$ cat config.mk
export PLATFORM = sky130hd
export DESIGN_NAME = hcbp_queue
export DESIGN_NICKNAME = d
export VERILOG_FILES = /design/src/hw/rtl/hcbp_pkg.sv /design/src/hw/rtl/hcbp_queue.sv
export SDC_FILE = /design/constraint.sdc
export NUM_CORES = 1
export LEC_CHECK = 0
export BUFFER_PORTS_ARGS = -buffer_cell sky130_fd_sc_hd__buf_2
export CORE_MARGIN = 4
export CORE_UTILIZATION = 51
export DETAILED_ROUTE_END_ITERATION = 10
export PLACE_DENSITY = 0.78
export REMOVE_ABC_BUFFERS = 1
export SKIP_CTS_REPAIR_TIMING = 1
export SLEW_MARGIN = 20
export SYNTH_ARGS = -nofsm -noshare
export SYNTH_HDL_FRONTEND = slang
export SYNTH_SLANG_ARGS = --single-unit
export TNS_END_PERCENT = 100
$ cat constraint.sdc
create_clock -name clk -period 3.7 [get_ports clk]
set_clock_uncertainty 0.1 [all_clocks]
set_input_delay 0.555 -clock clk [delete_from_list [all_inputs] [get_ports clk]]
set_output_delay 0.555 -clock clk [all_outputs]
set_load 0.05 [all_outputs]
$ cat src/hw/rtl/hcbp_pkg.sv
// shared types and constants of the huffman code bit packer
// no dependencies

package hcbp_pkg;

	localparam int BYTE_BITS = 8;
	localparam int WORD_W    = 32;
	localparam int LEN_W     = 6;
	localparam int ACC_W     = 39;
	localparam int TOT_W     = 6;
	localparam int PART_W    = 7;
	localparam int QUEUE_DEPTH = 2;

	localparam logic [1:0] FUNC_LOAD   = 2'd0;
	localparam logic [1:0] FUNC_ENCODE = 2'd1;
	localparam logic [1:0] FUNC_FLUSH  = 2'd2;

	typedef enum logic {
		OP_ENCODE,
		OP_FLUSH
	} op_kind_t;

	typedef struct packed {
		logic [WORD_W-1:0] word;
		logic [LEN_W-1:0]  len;
	} code_entry_t;

	typedef struct packed {
		op_kind_t    kind;
		code_entry_t code;
	} op_t;

	typedef struct packed {
		logic push;
		op_t  op;
	} push_t;

	typedef struct packed {
		logic full;
		logic valid;
		op_t  head;
	} queue_status_t;

endpackage

$ cat src/hw/rtl/hcbp_queue.sv
// short queue of classified operations between front and back
// depends on hcbp_pkg

module hcbp_queue (
	input  logic                      clk,
	input  logic                      arst_n,
	input  hcbp_pkg::push_t           push_i,
	input  logic                      pop,
	output hcbp_pkg::queue_status_t   status_o
);
	import hcbp_pkg::*;

	localparam int PTR_W = $clog2(QUEUE_DEPTH);

	op_t              slot_q [QUEUE_DEPTH];
	logic [PTR_W-1:0] wr_ptr_q;
	logic [PTR_W-1:0] rd_ptr_q;
	logic [PTR_W:0]   count_q;

	logic do_pop;

	assign do_pop = pop && (count_q != '0);

	always_ff @(posedge clk) begin
		if (push_i.push) begin
			slot_q[wr_ptr_q] <= push_i.op;
		end
	end

	always_ff @(posedge clk or negedge arst_n) begin
		if (!arst_n) begin
			wr_ptr_q <= '0;
			rd_ptr_q <= '0;
			count_q  <= '0;
		end else begin
			if (push_i.push) begin
				wr_ptr_q <= (wr_ptr_q == PTR_W'(QUEUE_DEPTH - 1)) ? '0 : wr_ptr_q + 1'b1;
			end
			if (do_pop) begin
				rd_ptr_q <= (rd_ptr_q == PTR_W'(QUEUE_DEPTH - 1)) ? '0 : rd_ptr_q + 1'b1;
			end
			unique case ({push_i.push, do_pop})
				2'b10:   count_q <= count_q + 1'b1;
				2'b01:   count_q <= count_q - 1'b1;
				default: count_q <= count_q;
			endcase
		end
	end

	always_comb begin
		status_o.full  = (count_q == (PTR_W+1)'(QUEUE_DEPTH));
		status_o.valid = (count_q != '0);
		status_o.head  = slot_q[rd_ptr_q];
	end

endmodule

Yosys cells after proc, flatten, opt, wreduce, memory -nomap -nowiden

Memory sizes are Yosys's and may differ from the RTL's.
Cells that the tools add are included.

Input bits: 43
Logic and storage cells: 19
Latch bits: 0
Bits in read-only memories: 0
Bits in writable memories: 78
Memories kept: 1
Flip-flop bits (word level): 4
Output and inout port bits: 41

$lt $le $gt $ge: 0
Reduce and logical (&&, ||, !) cells: 3
Shift operators: 0
Bitwise operators: 0
Equality and inequality tests: 3
Multiply operators: 0
Div/mod/pow operators: 0
$add $sub $neg: 4
Mux-type cells: 5

Memories:

| memory | words | width | read ports | clocked after memory_dff | write ports | line             | RTL |
|---|---|---|---|---|---|---|---|
| slot_q | 2     | 39    | 1          | 0                        | 1           | hcbp_queue.sv:15 | `op_t slot_q [QUEUE_DEPTH];` |

Operators by type and width:

| kind                  | number |
|---|---|
| $eq A2 B2 Y1 const B  | 2 |
| $mux W1               | 4 |
| $pmux W2 S2           | 1 |
| $reduce_bool A2 Y1    | 2 |
| $add A1 B1 Y1 const B | 2 |
| $add A2 B1 Y2 const B | 1 |
| $eq A2 B1 Y1 const B  | 1 |
| $sub A2 B1 Y2 const B | 1 |
| $logic_and A1 B1 Y1   | 1 |

Depth between registers and ports, before layout

Gate-level depths: netlist (run 1).

Word-level depth: 4
Depth in mapped cells: 6
Gate-level depth less buffers: 6

Least setup slack after synthesis (run 1)

No wires, ideal clock.

Path type: input-to-reg
From: input port push_i[39] in the netlist's numbering
To: memory slot_q[0][0] in the netlist's numbering (enable)
Data required time: 3.164 ns
Data arrival time: 2.253 ns
Stages on the path: 2
Library setup time: 0.436 ns
Path slack: 0.911 ns
Buffers on the path: 0
Cells stage by stage: inv_1 -> nor2_1

Word-level cells in the longest chain between the ends: 2

Ends and longest elaborated chain:

| element                       | line             | RTL |
|---|---|---|
| from (decl)                   | hcbp_queue.sv:7  | `input hcbp_pkg::push_t push_i,` |
| $mux W1                       | hcbp_queue.sv:25 | `if (push_i.push) begin` |
| $mux W1 (implied by the code) | hcbp_queue.sv:26 | `slot_q[wr_ptr_q] <= push_i.op;` |
| to (decl)                     | hcbp_queue.sv:15 |  |

No other way between the ends.

==> results.yml, run 1 <==
outcome:
  status: "completed"
pwr:
  p_int_uw: 1930
  powerDensity_mw_per_mm2: 882
  power.switching_uw: 1330
  switching_share: 0.408
  leakagePower_uw: 0.00141
  pwr-share-clk: 0.180
  share_comb_of_total_power: 0.400
  irDropWorstVdd_v: 0.000497
  pwr-share-seq: 0.421
route:
  drc: 0
  wire_per_inst_um: 15.2
  drt-vias-per-instance: 4.89
  dr_total_vias: 1500
  first_iter_violations: 67
  wl_um: 4660
  drtAntennaViolNets: 0
  firstDrtPassIters: 4
worst_setup_path:
  cp-end-kind: "primary output"
  r2r_end: "slot_q[0][20]"
  r2r_cells: 2
  slowest_stage: "dfrtp_2"
  crit_type: "register to primary output"
  r2r_start: "wr_ptr_q"
  r2r_slack_ps: 1920
  cp-start-kind: "register"
  arrival_ps: 1940
  cp.required_ps: 3040
  max_stage_delay_ps: 940
  cp_max_fo: 40
  crit_chain: "mux2_2, buf_2"
clock_tree:
  clk_latency_ps: 340
  root_buffer: "clkbuf_8"
  htreeDepth: 3
  cts_buffer_depth: 2
  cts_tree: "built"
  clkTransAtPathRegs_ps: 70
  cts.sinks: 82
  numCtsBuffers: 9
hold_path:
  min_path_cells: 1
  hp-class: "primary input to register"
  min_to: "slot_q[0][17]"
  hp-start: "push_i[17]"
timing:
  setup_tns_ps: 0
  fmaxAchievable_ghz: 0.385
  maxSlewHeadroom: 0.371
  rsz0062_at_grt: "false"
  period_needed_ps: 2600
  worstMarginPinSlew_ps: 944
  setup_viol: 0
  final-hold-violation-count: 0
  final-max-slew-violation-count: 0
  worst_slack_ps: 1100
  finalCritPeriodShare: 0.702
floorplan:
  core-area_mm2: 0.00561
  die_h_um: 84.8
  fp.dieW_um: 84.8
  start_util: 0.537
  rows: 27
  io_pins: 84
  dieArea_mm2: 0.00720
place:
  gp_congestion: 0.671
  io_buffer_count: 83
  dp_hpwl_um: 3110
  dpl_worst_slack_ps: 1430
yosys:
  yosys_warnings: 0
  ys_seq_area_frac: 0.811
  synth.ff_latch_count: 82
  synthesis.instances: 138
  syn_area_mm2: 0.00301
  synth.avg_cell_area_um2: 21.8
  synth.distinct_cells: 13
global_routing:
  grt_pass1_wl_um: 7730
  grt_pass1_vias: 1598
  grt-ovfl-total: 0
  antenna_found_initial: 0
  grt_usage: 0.144
  grt_start_max_net_pins: 41
final_layout:
  fill_cells: 402
  multi_input_area_um2: 544
  antenna_cells: 0
  area_delta_synth_final_pct: 22.6
  drive_gt1_frac: 0.596
  regArea_mm2: 0.00244
  nets: 274
job:
  maxCapViolations: 0
[state kept, by name, indices dropped and copies added, names as in the netlist]
name / count
count_q: 2
wr_ptr_q: 1
rd_ptr_q: 1
slot_q: 78
[placed cells by master, fill, tap and decap left out, drive strengths merged]
master / n
xnor2: 2
and2b: 1
edfxtp: 78
xor2: 3
and2: 2
ha: 1
dlygate4sd3: 1
clkinv: 3
buf: 84
bufinv: 1
inv: 1
nor2: 2
or2: 1
mux2: 39
dfrtp: 4
clkbuf: 12
[metrics by stage]
stage | instance area, um2 | hold slack, ps | cells | power (uW) | utilization
after CTS | 3680 | -103 | 306 | 3290 | 0.657
final | 3690 | 300 | 307 | 3250 | 0.658
after global placement | 3500 | 270 | 290 | 2700 | 0.625
after detailed placement | 3500 | 269 | 290 | 2710 | 0.625
after floorplan | 2980 | 159 | 134 | 2410 | -
after global routing | 3690 | 273 | 307 | 3420 | 0.658
[worst max path at each step]
stage | startpoint | end | slack, ps | cells past startpoint
floorplan | push_i[39] | slot_q[0][0] | 910 | 2
global placement | rd_ptr_q | status_o[18] | 1400 | 2
detailed placement | rd_ptr_q | status_o[18] | 1430 | 2
CTS | rd_ptr_q | status_o[18] | 1050 | 2
global route | rd_ptr_q | status_o[1] | 980 | 2
finish | rd_ptr_q | status_o[18] | 1100 | 2
[cell usage after synthesis, drive strengths merged]
master   n  area share
edfxtp  78        0.78
mux2    39        0.15
buf      4       0.010
dfrtp    4       0.033
xor2     3      0.0087
and2     2      0.0050
nor2     2      0.0025
xnor2    2      0.0058
and2b    1      0.0029
ha       1      0.0042
inv      1      0.0012
or2      1      0.0029
[power by group through the flow]
stage	clock, uW	combinational (uW)	sequential (uW)
global placement	0	1310	1390
global route	655	1370	1400
finish	584	1300	1370
detailed placement	0	1320	1400
floorplan	0	1060	1350
CTS	600	1320	1380
[worst max-delay path, delay by kind of cell, from the launching register on]
kind                   cells  cell delay, ps
buffers and inverters      1             210
muxes                      1             430
DFF                        1             940
[final cells by class]
cell class | instances | area share
Timing Repair Buffer | 85 | 0.117
Clock inverter | 4 | 0.0115
Multi-Input combinational cell | 51 | 0.147
Sequential cell | 82 | 0.662
Tap cell | 72 | 0.0244
Inverter | 1 | 0.00102
Clock buffer | 12 | 0.0366
[routing by layer]
layer	global-route usage	vias to the layer above	wire length, um
li1	-	722	-
met1	0.186	711	1920
met5	0	-	0
met3	0.0641	4	487
met2	0.219	63	2220
met4	0.0518	0	34
[cell families (layout without fill, tap and decap cells)]
logic type | count (synthesis) | count (layout) | share of synthesized area
mux | 39 | 39 | 0.146
flops | 82 | 82 | 0.811
fa+ha+maj | 1 | 1 | 0.00415
simple gates | 6 | 6 | 0.0133
buf+inv | 5 | 102 | 0.0112
xor+xnor | 5 | 5 | 0.0145
No activity file was read; power rests on OpenSTA's default activity.
==> run 2, diff against run 1 <==
==> constraint.sdc (replaced) <==
create_clock -name clk -period 2.7 [get_ports clk]
set_clock_uncertainty 0.1 [all_clocks]
set_input_delay 0.405 -clock clk [delete_from_list [all_inputs] [get_ports clk]]
set_output_delay 0.405 -clock clk [all_outputs]
set_load 0.05 [all_outputs]
==> run 2 against run 1 <==
Combinational power rose by 48%. Cell area increased by 1.1%. Core utilization rose by 0.74 points. Sequential power increased by 33%. Power is 37% higher. Clock-buffer cell count grew 2.
==> results.yml, run 2 (synthesis gave the netlist of run 1 again) <==
pwr:
  irDropWorstVdd_v: 0.000628
  switching_share: 0.411
  pwr-share-seq: 0.406
  powerDensity_mw_per_mm2: 1200
  power.switching_uw: 1840
  pwr-share-clk: 0.165
  p_int_uw: 2630
  share_comb_of_total_power: 0.429
  totalPowerFinal_uw: 4470
  leakagePower_uw: 0.00142
hold_path:
  hp-class: "primary input to register"
place:
  place_inst: 292
  dp_hpwl_um: 3340
  gp_congestion: 0.677
  io_buffer_count: 83
worst_setup_path:
  crit_type: "register to primary output"
  crit_buf_inv: 2
  max_stage_delay_ps: 600
  slowest_stage: "dfrtp_2"
  cp_max_fo: 25
  crit_family: "flip-flops"
  cp-start-kind: "register"
  crit_chain: "buf_12, mux2_2, buf_2"
  cp.required_ps: 2190
  arrival_ps: 1740
  cp-end-kind: "primary output"
timing:
  finalCritPeriodShare: 0.833
  setup_viol: 0
  setup_tns_ps: 0
  final-hold-violation-count: 0
  rsz0062_at_grt: "false"
  maxSlewHeadroom: 0.610
  fmaxAchievable_ghz: 0.445
  final-max-slew-violation-count: 0
  worstMarginPinSlew_ps: 584
  period_needed_ps: 2250
route:
  wl_um: 4890
  drt-vias-per-instance: 4.83
  wire_per_inst_um: 15.8
  drc: 0
  first_iter_violations: 106
  drtAntennaViolNets: 0
  firstDrtPassIters: 4
  dr_total_vias: 1493
global_routing:
  grt_usage: 0.149
  grt_pass1_vias: 1635
  grt_pass1_wl_um: 8020
  grt_start_max_net_pins: 26
  antenna_found_initial: 0
  grt-ovfl-total: 0
clock_tree:
  htreeDepth: 3
  cts_tree: "built"
  clkTransAtPathRegs_ps: 70
  cts.sinks: 82
  numCtsBuffers: 9
  clk_latency_ps: 330
  cts_buffer_depth: 2
  root_buffer: "clkbuf_8"
final_layout:
  fin_cells: 309
  area_delta_synth_final_pct: 24.0
  largest_register_ffs: 78
  final_common_cell: "buf_2"
  final_cell_mix: "buf_2, edfxtp_1, mux2_2"
  antenna_cells: 0
  reg_top3: "slot_q x78, count_q x2"
  nets: 276
  post-route-util: 0.666
  drive_gt1_frac: 0.603
  regMostFlops: "slot_q"
floorplan:
  core-area_mm2: 0.00561
  io_pins: 84
  fp.dieW_um: 84.8
  start_util: 0.537
  die_h_um: 84.8
  rows: 27
  dieArea_mm2: 0.00720
job:
  maxCapViolations: 0
outcome:
  status: "completed"
## run 2: power by group through the flow
stage / registers, uW / logic, uW / clock network [uW]
after floorplan: 1860 / 1450 / 0
final: 1820 / 1920 / 737
after global placement: 1830 / 1930 / 0
after CTS: 1820 / 1940 / 769
after detailed placement: 1840 / 1940 / 0
after global routing: 1840 / 2020 / 838
## run 2: layout make-up
cell class / instances / area [um2]
well taps: 72 / 90.1
multi-input cells: 51 / 544
fillers: 415 / 1870
clock buffers: 14 / 153
repair buffers: 87 / 485
clock inverters: 2 / 13.8
flip-flops and latches: 82 / 2440
inverters: 1 / 3.75
## run 2: final timing paths
check,to,cells after the start,slack [ps],startpoint
max,status_o[8],3,450,rd_ptr_q
min,slot_q[1][38],1,160,push_i[38]
min reg2reg,count_q[1],1,420,count_q[1]
max reg2reg,count_q[1],5,1050,count_q[0]
max in group asynchronous,rd_ptr_q,2,2050,arst_n
min in group asynchronous,count_q[0],2,310,arst_n
## run 2: per-layer routing
layer	vias up	GRT usage	share of wire
li1	721	-	-
met4	0	0.0518	0.0063
met1	707	0.189	0.42
met5	-	0	0
met2	60	0.235	0.50
met3	5	0.0602	0.073
## run 2: per-stage QoR
step	hold slack [ps]	instance area, um2	worst slack, ps
3_5_place_dp	119	3560	787
6_report	156	3730	452
5_1_grt	121	3730	352
2_1_floorplan	9.41	2980	61.3
3_3_place_gp	119	3560	775
4_1_cts	-248	3720	410
