--- src/hw/rtl/hcbp_pkg.sv ---
// shared types and constants of the huffman code bit packer
// no dependencies

package hcbp_pkg;

	localparam int BYTE_BITS = 8;
	localparam int WORD_W    = 32;
	localparam int LEN_W     = 6;
	localparam int ACC_W     = 39;
	localparam int TOT_W     = 6;
	localparam int PART_W    = 7;
	localparam int QUEUE_DEPTH = 2;

	localparam logic [1:0] FUNC_LOAD   = 2'd0;
	localparam logic [1:0] FUNC_ENCODE = 2'd1;
	localparam logic [1:0] FUNC_FLUSH  = 2'd2;

	typedef enum logic {
		OP_ENCODE,
		OP_FLUSH
	} op_kind_t;

	typedef struct packed {
		logic [WORD_W-1:0] word;
		logic [LEN_W-1:0]  len;
	} code_entry_t;

	typedef struct packed {
		op_kind_t    kind;
		code_entry_t code;
	} op_t;

	typedef struct packed {
		logic push;
		op_t  op;
	} push_t;

	typedef struct packed {
		logic full;
		logic valid;
		op_t  head;
	} queue_status_t;

endpackage

--- src/hw/rtl/hcbp_back.sv ---
// back part: bit accumulator, byte splitter and output register
// depends on hcbp_pkg

module hcbp_back (
	input  logic                    clk,
	input  logic                    arst_n,
	input  hcbp_pkg::queue_status_t q_i,
	output logic                    pop,
	output logic                    out_valid,
	input  logic                    out_stall,
	output logic [7:0]              out_byte,
	output logic                    byte_valid,
	output logic [2:0]              pad_bits,
	output logic                    is_final,
	output logic                    last
);
	import hcbp_pkg::*;

	logic [ACC_W-1:0] acc_q;
	logic [TOT_W-1:0] total_q;

	logic             out_valid_q;
	logic [7:0]       out_byte_q;
	logic             byte_valid_q;
	logic [2:0]       pad_bits_q;
	logic             is_final_q;
	logic             last_q;

	logic              out_free;
	logic              busy;
	logic              emit;
	logic              last_emit;
	logic              pop_enc;
	logic              pop_fl;
	logic [2:0]        part_cnt;
	logic [PART_W-1:0] part_bits;
	logic [ACC_W-1:0]  new_acc;
	logic [TOT_W-1:0]  new_total;
	logic [ACC_W-1:0]  shifted;
	logic [7:0]        flush_byte;
	logic [3:0]        pad_full;

	always_comb begin
		out_free  = !out_valid_q || !out_stall;
		busy      = total_q >= TOT_W'(BYTE_BITS);
		emit      = busy && out_free;
		last_emit = emit && (total_q < TOT_W'(2 * BYTE_BITS));
		pop_enc   = q_i.valid && q_i.head.kind == OP_ENCODE && (!busy || last_emit);
		pop_fl    = q_i.valid && q_i.head.kind == OP_FLUSH && !busy && out_free;
		pop       = pop_enc || pop_fl;

		part_cnt  = total_q[2:0];
		part_bits = acc_q[PART_W-1:0] & ~({PART_W{1'b1}} << part_cnt);
		new_acc   = (ACC_W'(part_bits) << q_i.head.code.len) | ACC_W'(q_i.head.code.word);
		new_total = TOT_W'(part_cnt) + q_i.head.code.len;

		shifted    = acc_q >> (total_q - TOT_W'(BYTE_BITS));
		pad_full   = 4'(BYTE_BITS) - 4'(part_cnt);
		flush_byte = 8'(16'(part_bits) << pad_full);
	end

	always_ff @(posedge clk or negedge arst_n) begin
		if (!arst_n) begin
			acc_q   <= '0;
			total_q <= '0;
		end else if (pop_enc) begin
			acc_q   <= new_acc;
			total_q <= new_total;
		end else if (emit) begin
			total_q <= total_q - TOT_W'(BYTE_BITS);
		end else if (pop_fl) begin
			total_q <= '0;
		end
	end

	always_ff @(posedge clk or negedge arst_n) begin
		if (!arst_n) begin
			out_valid_q <= 1'b0;
		end else if (emit || pop_fl) begin
			out_valid_q <= 1'b1;
		end else if (!out_stall) begin
			out_valid_q <= 1'b0;
		end
	end

	always_ff @(posedge clk) begin
		if (emit) begin
			out_byte_q   <= shifted[7:0];
			byte_valid_q <= 1'b1;
			pad_bits_q   <= '0;
			is_final_q   <= 1'b0;
			last_q       <= total_q < TOT_W'(2 * BYTE_BITS);
		end else if (pop_fl) begin
			out_byte_q   <= flush_byte;
			byte_valid_q <= part_cnt != 3'd0;
			pad_bits_q   <= pad_full[2:0];
			is_final_q   <= 1'b1;
			last_q       <= 1'b1;
		end
	end

	assign out_valid  = out_valid_q;
	assign out_byte   = out_byte_q;
	assign byte_valid = byte_valid_q;
	assign pad_bits   = pad_bits_q;
	assign is_final   = is_final_q;
	assign last       = last_q;

endmodule

--- config.mk ---
export PLATFORM = sky130hd
export DESIGN_NAME = hcbp_back
export DESIGN_NICKNAME = d
export VERILOG_FILES = /design/src/hw/rtl/hcbp_pkg.sv /design/src/hw/rtl/hcbp_back.sv
export SDC_FILE = /design/constraint.sdc
export NUM_CORES = 1
export LEC_CHECK = 0
export BUFFER_PORTS_ARGS = -buffer_cell sky130_fd_sc_hd__buf_2
export CORE_MARGIN = 2
export CORE_UTILIZATION = 60
export DETAILED_ROUTE_END_ITERATION = 16
export PLACE_DENSITY = 0.81
export REMOVE_ABC_BUFFERS = 1
export SETUP_SLACK_MARGIN = 0.1
export SLEW_MARGIN = 20
export SYNTH_ARGS = -nofsm -noshare
export SYNTH_HDL_FRONTEND = slang
export SYNTH_SLANG_ARGS = --single-unit
--- constraint.sdc ---
create_clock -name clk -period 6.7 [get_ports clk]
set_clock_uncertainty 0.1 [all_clocks]
set_input_delay 0.67 -clock clk [delete_from_list [all_inputs] [get_ports clk]]
set_output_delay 0.67 -clock clk [all_outputs]
set_load 0.005 [all_outputs]
======== Yosys cells after proc, flatten, opt, wreduce, memory -nomap -nowiden ========
Cells that the tools add are included.
W data, S select, Z words.
storage, ports and cells
  flip-flop bits (word level) ............. 60
  input bits .............................. 44
cells by class
  $add $sub $neg .......................... 3
  $lt $le $gt $ge ......................... 2
  eq/ne operators ......................... 1
  shifts and indexed selects .............. 4
  mux-type cells .......................... 9
  bitwise logic cells ..................... 4
  reductions and logical operators ........ 17
operators by type and width
  cell                   number
  $or A39 B32 Y39        1
  $shl A7 B6 Y39         1
  $shr A39 B6 Y8         1
  $mux W6                3
  $mux W8                2
  $shl A7 B4 Y8          1
  $and A7 B7 Y7          1
  $logic_and A1 B1 Y1    7
  $not A7 Y7             1
  $shl A7 B3 Y7 const A  1
  $add A3 B6 Y6          1
  $ge A6 B4 Y1 const B   1
  $lt A6 B5 Y1 const B   1
  $reduce_bool A3 Y1     2
  $sub A6 B4 Y6 const B  1
  $logic_or A1 B1 Y1     4
  $mux W1                4
  $sub A4 B3 Y4 const A  1
  $logic_not A1 Y1       3
  $ne A2 B1 Y1 const B   1
  $reduce_bool A2 Y1     1
  $not A1 Y1             1

======== Logic depth before layout (Yosys ltp) ========
Gate-level depths: netlist of run 1.
  word-level depth ........................ 7
  gate-level depth with buffers ........... 12

======== Worst setup path before layout of run 1 ========
No wires, ideal clock.
  kind .................................... reg-to-reg
  from .................................... register total_q[1]
  to ...................................... register out_byte_q[6], in the netlist out_byte[6], data pin
  setup time .............................. 261 ps
  arrival ................................. 2323 ps
  path slack .............................. 4017 ps
  cell stages (with the launch flop) ...... 11
  buffers on the path ..................... 4
  clock period less this slack ............ 2683 ps
  path through ............................ dfrtp_1 > buf_6 > buf_2 > buf_2 > inv_1 > ha_1 > clkbuf_1 > o21ai_0 > a31oi_1 > mux2i_1 > a221o_1
on the way
  elaborated cells on any way between the ends .. 11
RTL lines
  what                    RTL line         text
  from (decl)             hcbp_back.sv:20  logic [TOT_W-1:0] total_q;
  from (signal assigned)  hcbp_back.sv:68  total_q <= new_total;
  from (signal assigned)  hcbp_back.sv:70  total_q <= total_q - TOT_W'(BYTE_BITS);
  $sub A4 B3 Y4           hcbp_back.sv:58  pad_full = 4'(BYTE_BITS) - 4'(part_cnt);
  net pad_full[1]         hcbp_back.sv:41  logic [3:0] pad_full;
  $shl A7 B4 Y8           hcbp_back.sv:59  flush_byte = 8'(16'(part_bits) << pad_full);
  $mux W8                 hcbp_back.sv:93  end else if (pop_fl) begin
  $mux W8                 hcbp_back.sv:87  if (emit) begin
  to (signal assigned)    hcbp_back.sv:88  out_byte_q <= shifted[7:0];
  to (signal assigned)    hcbp_back.sv:94  out_byte_q <= flush_byte;
  to (decl)               hcbp_back.sv:23  logic [7:0] out_byte_q;
The timed path passes the listed nets, and every way through them passes these cells. The select of a mux whose other input is x is not followed.
A chain may end at the register's enable or synchronous reset.

======== Worst setup path in the final report of run 1 ========
  from .................................... register total_q[0]
  to ...................................... output pop
on the way
  longest elaborated chain between the ends .. 6
  elaborated cells on any way between the ends .. 10
ends and longest elaborated chain
  what                    RTL line         text
  $ge A6 B4 Y1            hcbp_back.sv:45  busy = total_q >= TOT_W'(BYTE_BITS);
  $logic_and A1 B1 Y1     hcbp_back.sv:46  emit = busy && out_free;
  $logic_and A1 B1 Y1     hcbp_back.sv:47  last_emit = emit && (total_q < TOT_W'(2 * BYTE_BITS));
  $logic_or A1 B1 Y1      hcbp_back.sv:48  pop_enc = q_i.valid && q_i.head.kind == OP_ENCODE && (!busy || last_emit);
  $logic_and A1 B1 Y1     hcbp_back.sv:48
  $logic_or A1 B1 Y1 (*)  hcbp_back.sv:50  pop = pop_enc || pop_fl;
  to (decl)               hcbp_back.sv:8   output logic pop,
Mark *: on every way between the ends. The rest lies on a longest branch, timed or not.

==> results by stage, run 1 <==
Finish:
- The total inserted antenna cells is 0.
- The net total in the final layout is 640.
- In the final layout, the multi-input gates occupy 3540 um2.
- The final design area excluding fillers is 5780 um2.
- Cells with a size suffix above 1 make up 25.2% of the layout.
- Fill cells in the final layout number 690.
- The share of the core filled with cells is 66.3%.
- In the final layout, flip-flops and latches occupy 1520 um2.
- The finished layout holds 699 standard cells, fillers aside.
- The signed area change from the synthesized netlist to the final layout is 7.52%.

Critical path:
- The family with the most delay on the worst path is buffers and inverters.
- STA puts the critical path data required time at 5930 ps.
- The cell seen most often among critical-path stages is buf_4.
- The number of buffer and inverter instances along the worst setup path is 3.
- The worst setup path is of the flip-flop to primary output kind.
- STA classifies the critical path startpoint as a flip-flop.
- The worst register-to-register path has a setup slack of 3410 ps.
- At the worst endpoint, the arrival time is 2560 ps.
- For this run, the slowest stage of the critical path takes 420 ps.
- Traced cell by cell, the critical path runs through buf_4 -> nor3_1 -> a21oi_1 -> o2111ai_2 -> buf_4 -> nand2_1 -> buf_2.
- The largest fanout on the critical path is 47.
- The critical path endpoint category is a primary output.
- The cell with the largest stage delay on the worst path is buf_4.

Clock network:
- The number of setup buffers added after CTS is 0.
- The deepest clock path buffer count is 2.
- The number of H-tree levels is 3.
- Clock-pin slew was measured on the worst setup and hold paths at 80 ps.
- At the later pin of the worst-skew pair, clock insertion delay measures 350 ps.
- The number of instances resized during post-cts repair is 0.
- Clock tree synthesis inserted a total of 9 buffers.
- The hold buffer count at cts is 0.
- TritonCTS built the clock tree.
- The count of clock tree sinks is 60.
- The clock root buffer is clkbuf_8.

Synthesis:
- The post-synthesis cell count is 558.
- The most frequently used flop master after synthesis is dfrtp_1.
- The combined area of all synthesized cells is 5370 um2.
- Of the total synthesized cell area, the portion taken by AND, OR, NAND and NOR gates is 14.6%.
- The number of enable flip-flop cells after synthesis is 9.
- The netlist uses 67 different library cells.
- Of the post-synthesis cell area, the part taken by muxes is 28.5%.
- The post-synthesis share of cell area spent on xor and xnor gates is 0.815%.
- The share of synthesized flip-flops with an asynchronous set or reset is 76.7%.
- Summing the areas of all fa, ha and maj instances in the mapped netlist gives 2.47% of the synthesized area.
- The share of synthesized area occupied by flip-flops and latches is 28.3%.
- Summing the areas of all compound-gate instances in the mapped netlist gives 19.5% of the synthesized area.
- The number of warnings issued by yosys is 0.
- The synthesized area divided by synthesized cell count is 9.63 um2.
- After synthesis, the largest family of logic cells by area is multiplexers.
- The post-synthesis sequential element count is 60.

STA:
- The number of pins exceeding their max-slew limit in the final report is 0.
- In the final timing run, aggregate negative setup slack is 0 ps.
- The clock period could shrink to 3330 ps.
- The transition time at the pin with the least slew margin is 880 ps.
- Setup repair after global routing left no endpoint under its margin.
- Setup violations remaining at the end of the flow were counted as 0.
- The ratio of final minimum period to clock period is 49.8%.
- The final number of hold-violating endpoints was 0.
- Based on the critical path, the design can be clocked at up to 300 MHz.
- The relative slew slack is 41.2%.

Run status:
- The flow ran to the end, and the final reports show no timing, DRC or antenna violations.

Floorplan:
- The overall die area is 9730 um2.
- After floorplanning, the core was sized to cover 8720 um2.
- The standard-cell row count is 34.
- The die is 98.6 um tall.
- The chip width is 98.6 um.
- Once the floorplan was initialized, standard cells occupied 61.6% of the core.
- The number of I/O pins is 60.

Power and ir drop:
- Power spread over the standard cell area amounts to 497 nW/um2.
- The reported leakage power is 2.27 nW.
- The design draws 2.87 mW.
- The peak supply drop is 0.230 mV.

Routing:
- Detailed routing inserted a total of 4997 vias.
- After detailed routing, the total wire length is 15000 um.
- For this block, the initial DRC count from the detailed router was 515.
- The number of DRC violations after detailed routing is 0.
- The remaining antenna violation count is 0.
- The first TritonRoute pass finished after 5 iterations.
- After detailed routing, the average wire length per cell comes to 21.5 um.
- The average via count per standard cell is 7.15.

Global routing:
- The first global-routing pass estimated 24700 um of wire.
- Entering global routing, the biggest net connects 58 pins.
- The leftover overflow at the end of global routing is 0.
- The total routing resource utilization after global routing is 32.0%.
- The initial antenna violation count came to 0.
- The via count of the first global-routing pass is 4803.

Run:
- The tool flagged a number of max-cap violations equal to 0.

Worst hold path:
- The path class of the tightest hold or removal check is primary input to async pin.

Placed design:
- The final weighted congestion in routability-driven placement is 0.990.
- The placed cell count is 683.
- The count of port buffers added during placement is 58.
- The placed cell area is 5600 um2.
- After legalization and detailed placement, the total HPWL measured 10800 um.
==> layout make-up <==
cell class | instances | area share, %
Clock inverter | 7 | 0.909
Inverter | 17 | 1.10
Tap cell | 108 | 2.34
Sequential cell | 60 | 26.4
Multi-Input combinational cell | 434 | 61.3
Clock buffer | 9 | 2.14
Timing Repair Buffer | 64 | 5.85
==> flip-flops by register name, indices dropped and copies added (netlist names) <==
signal and cells:
acc_q 39, byte_valid 1, is_final 1, last 1, out_byte 8, out_valid 1
pad_bits 3, total_q 6
==> cell families after synthesis <==
kind of cell    after synthesis
buf+inv                      64
mux                          95
xor+xnor                      5
flops                        60
fa+ha+maj                    10
compound gates              158
simple gates                166
==> cells in the mapped netlist, types with 5 or more instances <==
library cell	n	area, um2
nand2_1	58	218
dfrtp_1	46	1150
mux4_2	42	946
o21ai_0	39	195
nor2_1	35	131
a21oi_1	33	165
mux2i_1	31	310
clkbuf_1	22	82.6
mux2_2	20	225
nand3_1	19	95.1
a31oi_1	17	106
nor3_1	16	80.1
inv_1	15	56.3
buf_2	13	65.1
edfxtp_1	9	270
ha_1	9	113
nor2b_1	8	50.1
a211oi_1	6	45.0
a221o_1	6	60.1
and3_1	6	37.5
o21ai_1	6	30.0
dfxtp_1	5	100
nand2b_1	5	31.3
==> cell usage in the layout, fill, tap and decap left out, types with 15 or more instances in the layout <==
cell type	n
a21oi_1	33
a31oi_1	17
buf_2	57
dfrtp_1	44
inv_1	15
mux2_2	20
mux2i_1	31
mux4_2	42
nand2_1	58
nand3_1	19
nor2_1	35
nor3_1	16
o21ai_0	38
==> worst paths after layout <==
| kind | start | endpoint | cells after the start |
|---|---|---|---|
| setup / recovery | total_q[0] | pop | 7 |
| hold / removal | arst_n | acc_q[25] | 1 |
| setup reg to reg | total_q[1] | acc_q[30] | 10 |
| hold reg to reg | is_final | is_final | 2 |
| max in group asynchronous | arst_n | total_q[0] | 1 |
| min in group clk | is_final | is_final | 2 |
==> worst reg2reg max path: stages, from the launching register on <==
cell	delay [ps]
dfrtp_2	340
buf_4	570
inv_1	310
ha_1	280
inv_1	50
ha_1	170
nand2_1	140
o21ai_0	510
mux4_2	470
a31oi_1	120
o21ai_1	160
==> routing by layer <==
| metal | up-vias | GRT usage (%) | wire length, um |
|---|---|---|---|
| met5 | - | 0 | 0 |
| met4 | 0 | 12.9 | 530 |
| met3 | 46 | 6.31 | 1500 |
| met2 | 319 | 48.7 | 6960 |
| met1 | 2414 | 45.6 | 6030 |
| li1 | 2218 | - | - |
==> where the power goes <==
part           internal (mW)  switching (mW)
Sequential             0.544           0.209
Combinational          0.856           0.953
Clock                  0.135           0.173
Total                   1.54            1.34
==> per-stage QoR <==
step           hold slack (ps)  setup WS [ps]
2_1_floorplan              274           2400
3_3_place_gp               331           3500
3_5_place_dp               341           3470
4_1_cts                    354           3380
5_1_grt                    271           3130
6_report                   218           3370
No activity file was read; power rests on OpenSTA's default activity.
==> run 2, diff against run 1 <==
==> constraint.sdc (replaced) <==
create_clock -name clk -period 3.2 [get_ports clk]
set_clock_uncertainty 0.1 [all_clocks]
set_input_delay 0.32 -clock clk [delete_from_list [all_inputs] [get_ports clk]]
set_output_delay 0.32 -clock clk [all_outputs]
set_load 0.005 [all_outputs]
==> run 2 against run 1 <==
Effect of this change: the run now ends with hold timing left; first-iteration DRC count fell by 8.9%; count of clock-buffer cells in the layout rose by 4; utilization rose by 2.2 points; critical endpoint unchanged; highest routed layer unchanged.
==> results by stage, run 2 (synthesis results as in run 1) <==
Placed design:
- The half-perimeter wire length after placement is 12000 um (was 10800 um).
- The final weighted congestion in routability-driven placement was 0.965 (was 0.990).
- The count of port buffers added during placement is 58 (unchanged).
- The placed cell count is 701 (was 683).
- The worst-case setup slack after placement was 441 ps (was 3470 ps).

Floorplan:
- The standard-cell row count is 34 (unchanged).
- The overall die area is 9730 um2 (unchanged).
- The die boundary height is 98.6 um (unchanged).
- The starting utilization of the core area is 61.6% (unchanged).
- The chip width was 98.6 um (unchanged).
- The total core area is 8720 um2 (unchanged).
- The number of I/O pins is 60 (unchanged).

Clock network:
- The clock latency on the worst-skew pair is 350 ps (about the same).
- The clock root buffer is clkbuf_8 (unchanged).
- The number of H-tree levels came to 3 (unchanged).
- The TritonCTS clock tree is yes (unchanged).
- The hold buffer count at cts was 0 (unchanged).
- The clock edge transition at the registers on the reported setup and hold paths came to 80 ps (about the same).
- The number of buffers created by CTS came to 9 (unchanged).
- The count of clock tree sinks is 60 (unchanged).
- The deepest clock path buffer count was 2 (unchanged).

Critical path:
- The timing startpoint of the critical path is total_q[0] (unchanged).
- The critical path endpoint category is a primary output (unchanged).
- The data arrival time of the critical path is 2500 ps (was 2560 ps).
- The beginning of the worst register-to-register path was total_q[2] (was total_q[1]).
- The critical path start-end classification is flip-flop to primary output (unchanged).
- The largest fanout on the critical path is 15 (was 47).
- The reg-to-reg setup timing slack is 400 ps (was 3410 ps).
- The startpoint kind of the worst setup timing path is a flip-flop (unchanged).
- Ordered cell list for the critical path: buf_4 -> or4b_1 -> and3_1 -> nand4_1 -> nand2_1 -> buf_2 (was buf_4 -> nor3_1 -> a21oi_1 -> o2111ai_2 -> buf_4 -> nand2_1 -> buf_2).
- The delay of the slowest cell on the worst path came to 590 ps (was 420 ps).
- The cell with the largest stage delay on the worst path is dfrtp_4 (was buf_4).
- The reg-to-reg critical path endpoint is acc_q[24] (was acc_q[30]).
- The count of cells along the worst register-to-register path is 7 (was 10).
- The required arrival time at the worst endpoint is 2780 ps (was 5930 ps).
- The critical path capture point is pop (unchanged).

Routing:
- The wire length reported by the detailed router is 15900 um (was 15000 um).
- The remaining antenna violation count was 0 (unchanged).
- The starting DRC count in detailed routing is 469 (was 515).
- The number of detailed-route iterations in the first pass is 6 (was 5).
- The detail-routed net length per standard cell is 22.1 um (was 21.5 um).
- The met1 layer wirelength in the final routing came to 6310 um (was 6030 um).
- The total vias in the final route is 5053 (was 4997).
- The number of DRC violations after detailed routing is 0 (unchanged).
- The average via count per standard cell was 7.03 (was 7.15).
- The length of routed met2 wiring is 7330 um (was 6960 um).
- The detailed-routed wire length on met3 is 1420 um (was 1500 um).
- The uppermost layer routed is met4 (unchanged).

Global routing:
- The largest net degree at the start of global routing came to 39 (was 58).
- The leftover overflow at the end of global routing was 0 (unchanged).
- The total routing resource utilization after global routing is 33.2% (was 32.0%).
- The wire length of the first global-routing pass came to 25300 um (was 24700 um).
- The initial antenna violation count was 0 (unchanged).
- The via count of the first global-routing pass is 4866 (was 4803).

STA:
- The smallest hold slack came to -1.71 ps (was 218 ps).
- The ratio of final minimum period to clock period is 91.4%.
- The smallest clock period supported by the final layout is computed as 2920 ps.
- RSZ-0062 raised after global routing: no (unchanged).
- The transition time at the pin with the least slew margin is 915 ps (was 880 ps).
- The relative slew slack came to 39.0% (was 41.2%).
- The final number of hold-violating endpoints was 1 (was 0).
- The number of pins exceeding their max-slew limit in the final report is 0 (unchanged).
- The final number of setup-violating endpoints is 0 (unchanged).
- The total negative slack is 0 ps (unchanged).
- The achievable clock frequency is 342 MHz.
- The worst path setup slack after routing came to 277 ps (was 3370 ps).

Worst hold path:
- The worst min-delay path class is primary input to async pin (unchanged).

Finish:
- The net total in the final layout came to 660 (was 640).
- The total inserted antenna cells is 0 (unchanged).
- The largest register by flop count was acc_q (unchanged).
- The signed area change from the synthesized netlist to the final layout was 11.1% (was 7.52%).
- Commonest cells after routing, fill and taps aside: nand2_1 (58), buf_2 (58), dfrtp_1 (44) (was nand2_1 (58), buf_2 (57), dfrtp_1 (44)).
- The flip-flop count of the largest register after layout was 39 (unchanged).
- The final non-filler cell total is 719 (was 699).
- The filler cell count came to 680 (was 690).
- The share of the core filled with cells was 68.5% (was 66.3%).
- The share of cells above drive strength 1 is 27.5% (was 25.2%).

Run:
- The number of max-cap violations is 0 (unchanged).

Run status:
- Status: finished with violations (was finished clean).
- The final reports fail on hold timing.

Power and ir drop:
- The power density over cell area is 1050 nW/um2 (was 497 nW/um2).
- The peak supply drop came to 0.496 mV (was 0.230 mV).
- The reported leakage power came to 2.39 nW (was 2.27 nW).
## run 2: cell types whose count changed in the layout (fill, tap and decap cells not counted), moves of 2 or more
cell,before,now
clkinvlp_4,2,0
clkbuf_8,9,11
buf_4,7,25
clkinv_4,3,0
## run 2: cell type report
type / count / area, um2 / share of cell area, %
Clock buffer: 13 / 180 / 3.02
Clock inverter: 3 / 16.3 / 0.272
Inverter: 17 / 63.8 / 1.07
Multi-Input combinational cell: 434 / 3550 / 59.5
Sequential cell: 60 / 1530 / 25.6
Tap cell: 108 / 135 / 2.26
Timing Repair Buffer: 84 / 498 / 8.34
## run 2: how the worst min path moves through the flow
| stage | start | end | slack, ps | cells after the start |
|---|---|---|---|---|
| 2_1_floorplan | arst_n | acc_q[0] | -80 | 0 |
| 3_3_place_gp | is_final | is_final | 330 | 2 |
| 4_1_cts | arst_n | acc_q[9] | 20 | 1 |
| 3_5_place_dp | is_final | is_final | 340 | 2 |
| 5_1_grt | arst_n | acc_q[26] | 60 | 1 |
| 6_report | arst_n | acc_q[9] | -2 | 1 |
## run 2: where the power goes
group / internal, mW / switching [mW]
sequential: 1.14 / 0.574
clock: 0.369 / 0.323
combinational: 1.90 / 1.96
total: 3.41 / 2.85
## run 2: through the flow
stage          cell area, um2  power (mW)
2_1_floorplan            5130        4.29
3_3_place_gp             5750        5.34
3_5_place_dp             5750        5.45
4_1_cts                  5940        6.16
5_1_grt                  5970        6.65
6_report                 5970        6.27
## run 2: what timing repair did
action                                 4_1_cts  5_1_grt
endpoints found under the hold margin        0        0
buffers inserted                             0        2
setup endpoints to repair                    0        1
gates resized for setup                      0        2
## run 2: layer usage
layer	track usage, %	up-vias
li1	-	2261
met2	51.0	305
met4	15.2	0
met5	2.56	-
met3	6.74	64
met1	45.5	2423
## run 2: worst max-delay path, delay by kind of cell, from the launching register on
kind          cells  cell delay (ps)
buf+inv           2              400
flops             1              590
simple gates      4             1150
